## config.mk

```make
export PLATFORM = sky130hd
export DESIGN_NAME = bounded_unique_compacting_list_top
export DESIGN_NICKNAME = d
export VERILOG_FILES = /design/src/hdl/bucl_pkg.sv /design/src/hdl/bucl_cell.sv /design/src/hdl/bounded_unique_compacting_list_top.sv
export SDC_FILE = /design/constraint.sdc
export NUM_CORES = 2
export LEC_CHECK = 0
export BUFFER_PORTS_ARGS = -buffer_cell sky130_fd_sc_hd__buf_2
export CORE_UTILIZATION = 32
export DETAILED_ROUTE_END_ITERATION = 7
export PLACE_DENSITY_LB_ADDON = 0.08
export SLEW_MARGIN = 20
export SYNTH_ARGS = -nofsm -noshare
export SYNTH_HDL_FRONTEND = slang
export SYNTH_HIERARCHICAL = 1
export SYNTH_SLANG_ARGS = --single-unit
```

## constraint.sdc

```tcl
create_clock -name i_clk -period 6.4 [get_ports i_clk]
set_input_delay 0.32 -clock i_clk [delete_from_list [all_inputs] [get_ports i_clk]]
set_output_delay 0.32 -clock i_clk [all_outputs]
set_load 0.02 [all_outputs]
```

## src/hdl/bucl_pkg.sv

```systemverilog
// ----------------------------------------------------------------------------
// bucl_pkg
// Shared types and codes for the bounded unique compacting list.
// ----------------------------------------------------------------------------
`default_nettype none

package bucl_pkg;

    localparam logic [2:0] CMD_ADD        = 3'd0;
    localparam logic [2:0] CMD_REMOVE_AT  = 3'd1;
    localparam logic [2:0] CMD_REMOVE_HDL = 3'd2;
    localparam logic [2:0] CMD_READ       = 3'd3;
    localparam logic [2:0] CMD_CLEAR      = 3'd4;

    localparam logic [2:0] ST_OK    = 3'd0;
    localparam logic [2:0] ST_DUP   = 3'd1;
    localparam logic [2:0] ST_FULL  = 3'd2;
    localparam logic [2:0] ST_MISS  = 3'd3;
    localparam logic [2:0] ST_EMPTY = 3'd4;

    // Width that holds any position and any count up to the largest list.
    localparam int POS_CMP_BITS = 7;

    typedef struct packed {
        logic [2:0]  cmd;
        logic [15:0] item_handle;
        logic [5:0]  position;
    } t_in;

    typedef struct packed {
        logic [2:0]  status;
        logic [15:0] read_handle;
        logic        read_valid;
        logic [5:0]  entry_count;
    } t_out;

    typedef struct packed {
        logic live;
        logic load;
        logic shift;
    } t_cell_ctl;

endpackage

`default_nettype wire

```

## src/hdl/bucl_cell.sv

```systemverilog
// ----------------------------------------------------------------------------
// bucl_cell
// One list slot: holds a handle, compares it, and takes its upper neighbor.
// ----------------------------------------------------------------------------
`default_nettype none

module bucl_cell #(
    parameter int HANDLE_BITS = 16
) (
    input  wire logic                   i_clk,
    input  wire bucl_pkg::t_cell_ctl    i_ctl,
    input  wire logic [HANDLE_BITS-1:0] i_handle,
    input  wire logic [HANDLE_BITS-1:0] i_next,
    output logic      [HANDLE_BITS-1:0] o_entry,
    output logic                        o_match
);

    logic [HANDLE_BITS-1:0] r_entry;

    always_ff @(posedge i_clk) begin
        if (i_ctl.load) begin
            r_entry <= i_handle;
        end else if (i_ctl.shift) begin
            r_entry <= i_next;
        end
    end

    assign o_entry = r_entry;
    assign o_match = i_ctl.live && (r_entry == i_handle);

endmodule

`default_nettype wire

```

## src/hdl/bounded_unique_compacting_list_top.sv

```systemverilog
// ----------------------------------------------------------------------------
// bounded_unique_compacting_list_top
// Ordered list of distinct handles held in a row of slot cells.
// An accepted result is registered and shown in the next cycle. Throughput:
// one transaction per cycle unless stalled; slots compare and shift at once.
// Reset clears the count and the output valid flag; slot contents and the
// output data register stay as they are.
// ----------------------------------------------------------------------------
`default_nettype none

module bounded_unique_compacting_list_top #(
    parameter int CAPACITY    = 32,
    parameter int HANDLE_BITS = 16
) (
    input  wire logic           i_clk,
    input  wire logic           i_rst_n,
    input  wire logic           i_in_valid,
    output logic                o_in_stall,
    input  wire bucl_pkg::t_in  i_in_data,
    output logic                o_out_valid,
    input  wire logic           i_out_stall,
    output bucl_pkg::t_out      o_out_data
);

    localparam int CW    = $clog2(CAPACITY + 1);
    localparam int IW    = $clog2(CAPACITY);
    localparam int XW    = bucl_pkg::POS_CMP_BITS;
    localparam int HB_IN = (HANDLE_BITS < 16) ? HANDLE_BITS : 16;

    logic [CW-1:0]          r_count;
    logic [CW-1:0]          n_count;
    logic                   r_out_valid;
    bucl_pkg::t_out         r_out;
    bucl_pkg::t_out         n_out;

    logic                   w_acc;
    logic [HANDLE_BITS-1:0] w_handle;
    logic [XW-1:0]          w_cnt;
    logic [XW-1:0]          w_pos;
    logic [HANDLE_BITS-1:0] w_entry [CAPACITY];
    logic [CAPACITY-1:0]    w_hit;
    logic                   w_any;
    logic [XW-1:0]          w_hit_idx;
    logic [XW-1:0]          w_rd_pos;
    logic [HANDLE_BITS-1:0] w_rd_entry;
    logic [2:0]             w_status;
    logic                   w_add_ok;
    logic                   w_drop;
    logic [XW-1:0]          w_drop_pos;
    logic                   w_clear;
    logic                   w_rd_valid;

    assign o_in_stall = r_out_valid && i_out_stall;
    assign w_acc      = i_in_valid && !o_in_stall;
    assign w_handle   = HANDLE_BITS'(i_in_data.item_handle[HB_IN-1:0]);
    assign w_cnt      = XW'(r_count);
    assign w_pos      = XW'(i_in_data.position);

    for (genvar k = 0; k < CAPACITY; k++) begin : g_cell
        bucl_pkg::t_cell_ctl    w_ctl;
        logic [HANDLE_BITS-1:0] w_next;

        assign w_ctl.live  = XW'(k) < w_cnt;
        assign w_ctl.load  = w_acc && w_add_ok && (XW'(k) == w_cnt);
        assign w_ctl.shift = w_acc && w_drop && (XW'(k) >= w_drop_pos);

        if (k == CAPACITY - 1) begin : g_last
            assign w_next = '0;
        end else begin : g_mid
            assign w_next = w_entry[k+1];
        end

        bucl_cell #(
            .HANDLE_BITS(HANDLE_BITS)
        ) u_cell (
            .i_clk    (i_clk),
            .i_ctl    (w_ctl),
            .i_handle (w_handle),
            .i_next   (w_next),
            .o_entry  (w_entry[k]),
            .o_match  (w_hit[k])
        );
    end

    assign w_any = |w_hit;

    always_comb begin
        w_hit_idx = '0;
        for (int k = 0; k < CAPACITY; k++) begin
            if (w_hit[k]) begin
                w_hit_idx = w_hit_idx | XW'(k);
            end
        end
    end

    assign w_rd_pos   = (w_pos >= w_cnt) ? (w_cnt - XW'(1)) : w_pos;
    assign w_rd_entry = w_entry[w_rd_pos[IW-1:0]];

    always_comb begin
        w_status   = bucl_pkg::ST_OK;
        w_add_ok   = 1'b0;
        w_drop     = 1'b0;
        w_drop_pos = w_pos;
        w_clear    = 1'b0;
        w_rd_valid = 1'b0;
        unique case (i_in_data.cmd)
            bucl_pkg::CMD_ADD: begin
                if (w_any) begin
                    w_status = bucl_pkg::ST_DUP;
                end else if (r_count >= CW'(CAPACITY)) begin
                    w_status = bucl_pkg::ST_FULL;
                end else begin
                    w_add_ok = 1'b1;
                end
            end
            bucl_pkg::CMD_REMOVE_AT: begin
                if (w_pos < w_cnt) begin
                    w_drop = 1'b1;
                end else begin
                    w_status = bucl_pkg::ST_MISS;
                end
            end
            bucl_pkg::CMD_REMOVE_HDL: begin
                if (w_any) begin
                    w_drop     = 1'b1;
                    w_drop_pos = w_hit_idx;
                end else begin
                    w_status = bucl_pkg::ST_MISS;
                end
            end
            bucl_pkg::CMD_READ: begin
                if (r_count == '0) begin
                    w_status = bucl_pkg::ST_EMPTY;
                end else begin
                    w_rd_valid = 1'b1;
                end
            end
            bucl_pkg::CMD_CLEAR: begin
                w_clear = 1'b1;
            end
            default: begin
                w_status = bucl_pkg::ST_MISS;
            end
        endcase
    end

    always_comb begin
        if (w_clear) begin
            n_count = '0;
        end else if (w_add_ok) begin
            n_count = r_count + CW'(1);
        end else if (w_drop) begin
            n_count = r_count - CW'(1);
        end else begin
            n_count = r_count;
        end
        n_out.status      = w_status;
        n_out.read_handle = w_rd_valid ? 16'(w_rd_entry) : 16'd0;
        n_out.read_valid  = w_rd_valid;
        n_out.entry_count = 6'(n_count);
    end

    always_ff @(posedge i_clk) begin
        if (!i_rst_n) begin
            r_count     <= '0;
            r_out_valid <= 1'b0;
        end else begin
            if (w_acc) begin
                r_count     <= n_count;
                r_out_valid <= 1'b1;
            end else if (!i_out_stall) begin
                r_out_valid <= 1'b0;
            end
        end
    end

    always_ff @(posedge i_clk) begin
        if (w_acc) begin
            r_out <= n_out;
        end
    end

    assign o_out_valid = r_out_valid;
    assign o_out_data  = r_out;

    a_count_bound: assert property (@(posedge i_clk) disable iff (!i_rst_n)
        r_count <= CW'(CAPACITY))
        else $error("List count exceeds capacity.");

    a_result_follows: assert property (@(posedge i_clk) disable iff (!i_rst_n)
        w_acc |=> o_out_valid)
        else $error("Accepted transaction produced no result.");

    a_read_status: assert property (@(posedge i_clk) disable iff (!i_rst_n)
        o_out_valid |-> (!o_out_data.read_valid || o_out_data.status == bucl_pkg::ST_OK))
        else $error("Valid read handle reported with an error status.");

    a_single_hit: assert property (@(posedge i_clk) disable iff (!i_rst_n)
        $onehot0(w_hit))
        else $error("Handle matches more than one live slot.");

endmodule

`default_nettype wire

```

Yosys cells after proc, flatten, opt, wreduce, memory -nomap -nowiden
Index checks and enable logic that the tools add are counted.
Widths: inputs -> output; s select.
Word-level totals
  word-level logic and storage cells: 490
  input port bits: 29
  output and inout port bits: 28
  bits in registers: 545
Operators by class
  $add $sub $neg: 3
  multiplexer cells: 174
  bitwise gates (word level): 1
  equality and inequality tests: 69
  reduce and logical (&&, ||, !) cells: 137
  magnitude comparators: 68
Operators with widths (count)
  $mux 16: 98
  $eq 16x16->1: 32
  $ge 5x7->1 const A: 16
  $logic_and 1x1->1: 100
  $eq 5x6->1 const A: 16
  $lt 5x6->1 const A: 16
  $mux 5: 17
  $bmux 16 s5: 1
  $reduce_bool 2->1: 32
  $ge 4x7->1 const A: 8
  $mux 6: 9
  $eq 4x6->1 const A: 8
  $lt 4x6->1 const A: 8
  $mux 3: 12
  $mux 4: 8
  $reduce_or 32->1: 1
  $ge 3x7->1 const A: 4
  $eq 3x6->1 const A: 4
  $lt 3x6->1 const A: 4
  $mux 1: 20
  $pmux 3 s5: 1
  $ge 1x7->1 const A: 2
  $ge 2x7->1 const A: 2
  $mux 7: 2
  other kinds (22): 31

Depth between registers and ports, before layout
  word-level depth: 41
  mapped depth: 19
  mapped depth without buffers: 17

Modules after synthesis
Netlist, hierarchy kept.
Modules (own cells, without submodules)
  bucl_cell: sequential area each 480.5 sq um, cells an instance 57, instances 32, area each 858.3 sq um
  bounded_unique_compacting_list_top: sequential area each 920.9 sq um, cells an instance 1070, instances 1, area each 7489.7 sq um

Worst setup path after synthesis
Ideal clock, no wire load.
  kind: reg-to-reg
  start point: register r_count[5]
  end point: register g_cell[22].u_cell.r_entry[0] (enable)
  clock period less this slack: 4.678 ns
  buffers on the path: 3
  data required time: 6.066 ns
  cell stages (with the launch flop): 20
  slack: 1.722 ns
  arrival time: 4.345 ns
  library setup time: 0.334 ns
  path through: dfxtp_1 > nor2_1 > clkinv_1 > nor2_1 > inv_1 > nor2_1 > o21ai_0 > nand2_1 > nor4_2 > nor4_2 > nand4_1 > or3_4 > or4_1 > buf_2 > nor2_2 > nand2_1 > nor4_1 > buf_2 > buf_2 > or2_2
RTL lines
  from (decl): RTL line bounded_unique_compacting_list_top.sv:30  | logic [CW-1:0] r_count;
  from (signal assigned): RTL line bounded_unique_compacting_list_top.sv:169  | r_count <= n_count;
  to (signal assigned): RTL line bucl_cell.sv:22  | r_entry <= i_handle;
  to (signal assigned): RTL line bucl_cell.sv:24  | r_entry <= i_next;
  to (decl): RTL line bucl_cell.sv:18  | logic [HANDLE_BITS-1:0] r_entry;

==> results.py <==
metrics = {
    "worst_setup_path": {
        "cp.buffers_inverters": 2,
        "cpMostUsedCell": "nor4_2",
        "startpoint": "r_count[2]",
        "critPathArrivalTime_ns": 6.55,
        "crit_family": "simple AND/OR/NAND/NOR gates",
        "slowest_delay_ns": 0.65,
        "crit_cells": 14,
        "r2r-start": "r_count[2]",
        "critPathRequiredTime_ns": 6.69,
        "crit_type": "flop to flop",
        "slowest_stage": "or4_1",
        "critPathMaxFanout": 20,
        "crit_path_end_kind": "flop",
        "rr_worst_depth": 14,
        "startpoint_type": "flop",
        "worstPathCellList": "buf_4, nand3_1, o21ai_0, nand2_1, nor4_2, nor4_2, nand3_1, or3_4, or4_1, nor2_2, nand2_1, nor4_2, buf_4, or2_2",
    },
    "cts": {
        "cts-root-buf": "clkbuf_16",
        "htreeDepth": 3,
        "numCtsBuffers": 72,
        "clkTransAtPathRegs_ns": 0.06,
        "post_cts_buffers": 0,
        "tritoncts": "built",
        "worstSkewPairLatency_ns": 0.65,
        "cts_sinks": 545,
        "clock_path_buffers": 3,
    },
    "layout": {
        "layout-drive-gt1-share_pct": 29.9,
        "nFillCells": 10346,
        "postLayoutCoreUtil_pct": 37.1,
        "fin_cells": 4468,
        "syn2layout_area_growth_pct": 14.3,
        "nets": 3054,
    },
    "synth": {
        "syn_area_um2": 35000,
        "syn_inst": 2894,
        "yosysWarnings": 6,
        "yosys.area_share.simple_pct": 10.7,
        "synth_top_flop_cell": "edfxtp_1",
        "yosysUniqueCellTypes": 66,
        "ys_top_cells_by_count": "538 x edfxtp_1, 532 x mux2_2, 390 x xnor2_1",
        "synth_top_family_by_area": "multiplexers",
        "synth.area.top_cells": "edfxtp_1 46%, mux2_2 17%, xnor2_1 9.8%",
        "synth_xor_area_share_pct": 13.0,
        "synth_largest_area_cell": "edfxtp_1",
        "synth_mux_area_share_pct": 23.1,
        "synthArstFlopShare_pct": 0,
        "ys_seq_elements": 545,
        "synth_compound_area_share_pct": 4.06,
        "yosysTopAreaCellShare_pct": 46.2,
        "synth_adder_area_share_pct": 0.358,
        "seq_area_frac_synth_pct": 46.6,
        "synth.most_common_cell": "edfxtp_1",
        "avgSynthCellArea_um2": 12.1,
        "synth_edf_count": 538,
    },
    "power_and_ir_drop": {
        "p_per_area_nw_per_um2": 230,
        "pwr-share-clk_pct": 43.1,
        "vdd_drop_max_v": 0.000173,
        "power_frac_seq_pct": 42.6,
        "p_sw_share_pct": 27.8,
        "fin_total_pwr_w": 0.00918,
        "p_comb_share_pct": 14.2,
        "switching_power_w": 0.00255,
        "internal-power_w": 0.00663,
        "leakagePower_nw": 13.4,
    },
    "placed_design": {
        "dp.cells": 4342,
        "hpwl_mm": 103,
        "gp_congestion": 0.933,
        "portBuffers": 56,
    },
    "hold_path": {
        "whs_path_depth": 3,
        "hold_class": "input port to flop",
        "min-delay-start": "i_rst_n",
    },
    "global_route": {
        "grt-ovfl-total": 0,
        "first_global_vias": 24834,
        "grt_pass1_wl_mm": 195,
        "grt_usage_pct": 24.6,
        "antenna_found_initial": 7,
        "grt_max_degree": 95,
    },
    "route": {
        "routed_via_density": 5.47,
        "routed_wl_mm": 138,
        "post_drt_wl_per_cell_um": 30.9,
        "vias": 24439,
        "drtIter0Drc": 1984,
        "firstDrtPassIters": 8,
        "postRouteAntennaNets": 0,
        "drc": 0,
    },
    "floorplanning": {
        "die_x_um": 333,
        "row_count": 120,
        "ioPinCount": 57,
        "core_um2": 108000,
        "start_util_pct": 32.5,
        "die_h_um": 333,
        "die_area_um2": 111000,
    },
    "sta": {
        "clock_skew_ns": 0.0333,
        "relSlewSlack_pct": 24.1,
        "setup_viol_count_final": 0,
        "worst_pin_slew_ns": 1.12,
        "rsz0062_at_grt": "no",
        "period_share_pct": 97.8,
        "fmax_mhz": 160,
        "holdWs_ns": 0.0959,
        "fin_tns_setup_ns": 0,
        "fin_crit_ns": 6.26,
        "drv_slew": 0,
        "hold_violations": 0,
    },
    "job": {
        "cap_violations": 0,
    },
    "status": {
        "status": "complete, no violations",
    },
}
[worst paths after layout]
check	endpoint	slack [ns]
max	g_cell[22].u_cell/o_entry[7]	0.14
min	r_count[5]	0.1
max reg2reg	g_cell[22].u_cell/o_entry[7]	0.14
min reg2reg	g_cell[9].u_cell/o_entry[0]	0.62
[placed cells by master, fill, tap and decap left out, drive strengths merged, types with 30 or more instances in the layout]
master / count
a21oi: 38
and3: 31
buf: 182
clkbuf: 87
clkinv: 30
edfxtp: 538
mux2: 532
mux2i: 207
nand2: 273
nand3: 49
nand4: 104
nor2: 63
nor4: 83
o22ai: 46
or2: 36
xnor2: 390
xor2: 128
[metal layers]
metal,track usage (%),vias to the layer above,wire [um]
li1,-,11041,-
met1,34.7,12601,64900
met2,38.5,639,61900
met3,3.78,152,6770
met4,7.72,6,4440
met5,0,-,41
[sequential cells by signal (all words and copies together), names as in the netlist]
| signal | cells |
|---|---|
| o_out_data | 26 |
| r_count | 6 |
| g_cell.u_cell/o_entry | 512 |
| o_out_valid | 1 |
[per-stage QoR]
step / cell area (um^2) / worst slack, ns
floorplan: 35000 / 1.72
global placement: 37700 / 0.00998
detailed placement: 37700 / 0.0106
CTS: 39900 / 0.284
global route: 40000 / 0.0268
finish: 40000 / 0.140
[cell families (layout without fill, tap and decap cells)]
logic type	Yosys count	after routing
AND/OR/NAND/NOR	697	697
adder cells (fa/ha/maj)	10	10
AO/OA/AOI/OAI	208	208
other	1	17
multiplexers	739	739
flip-flops	545	545
buffers and inverters	176	331
XOR/XNOR	518	518
[power groups by stage]
stage	clock network (W)	logic [W]	registers, W
floorplan	0	0.000644	0.00399
global placement	0	0.00129	0.00399
detailed placement	0	0.00129	0.00399
CTS	0.00406	0.00130	0.00391
global route	0.00417	0.00137	0.00391
finish	0.00396	0.00131	0.00391
[cell type report]
class,instances,area [um^2],share of cell area (%)
diodes,1,2.50,0.00626
multi-input cells,2188,18100,45.2
clock inverters,36,323,0.808
clock buffers,87,1900,4.76
flip-flops and latches,545,16300,40.8
inverters,24,93.8,0.235
well taps,1403,1760,4.39
repair buffers,184,1510,3.78
[worst reg2reg max path, stage by stage, from the launching register on]
cell,delay [ns]
dfxtp_1,0.56
buf_4,0.34
nand3_1,0.32
o21ai_0,0.37
nand2_1,0.24
nor4_2,0.08
nor4_2,0.59
nand3_1,0.31
or3_4,0.48
or4_1,0.65
nor2_2,0.28
nand2_1,0.58
nor4_2,0.41
buf_4,0.31
or2_2,0.42
[repair_timing]
item	4_1_cts	5_1_grt
resized for setup	1	1
hold buffers	2	0
hold endpoints to repair	1	0
setup endpoints to repair	23	32
Note: power is estimated with default switching activity, not from simulation.
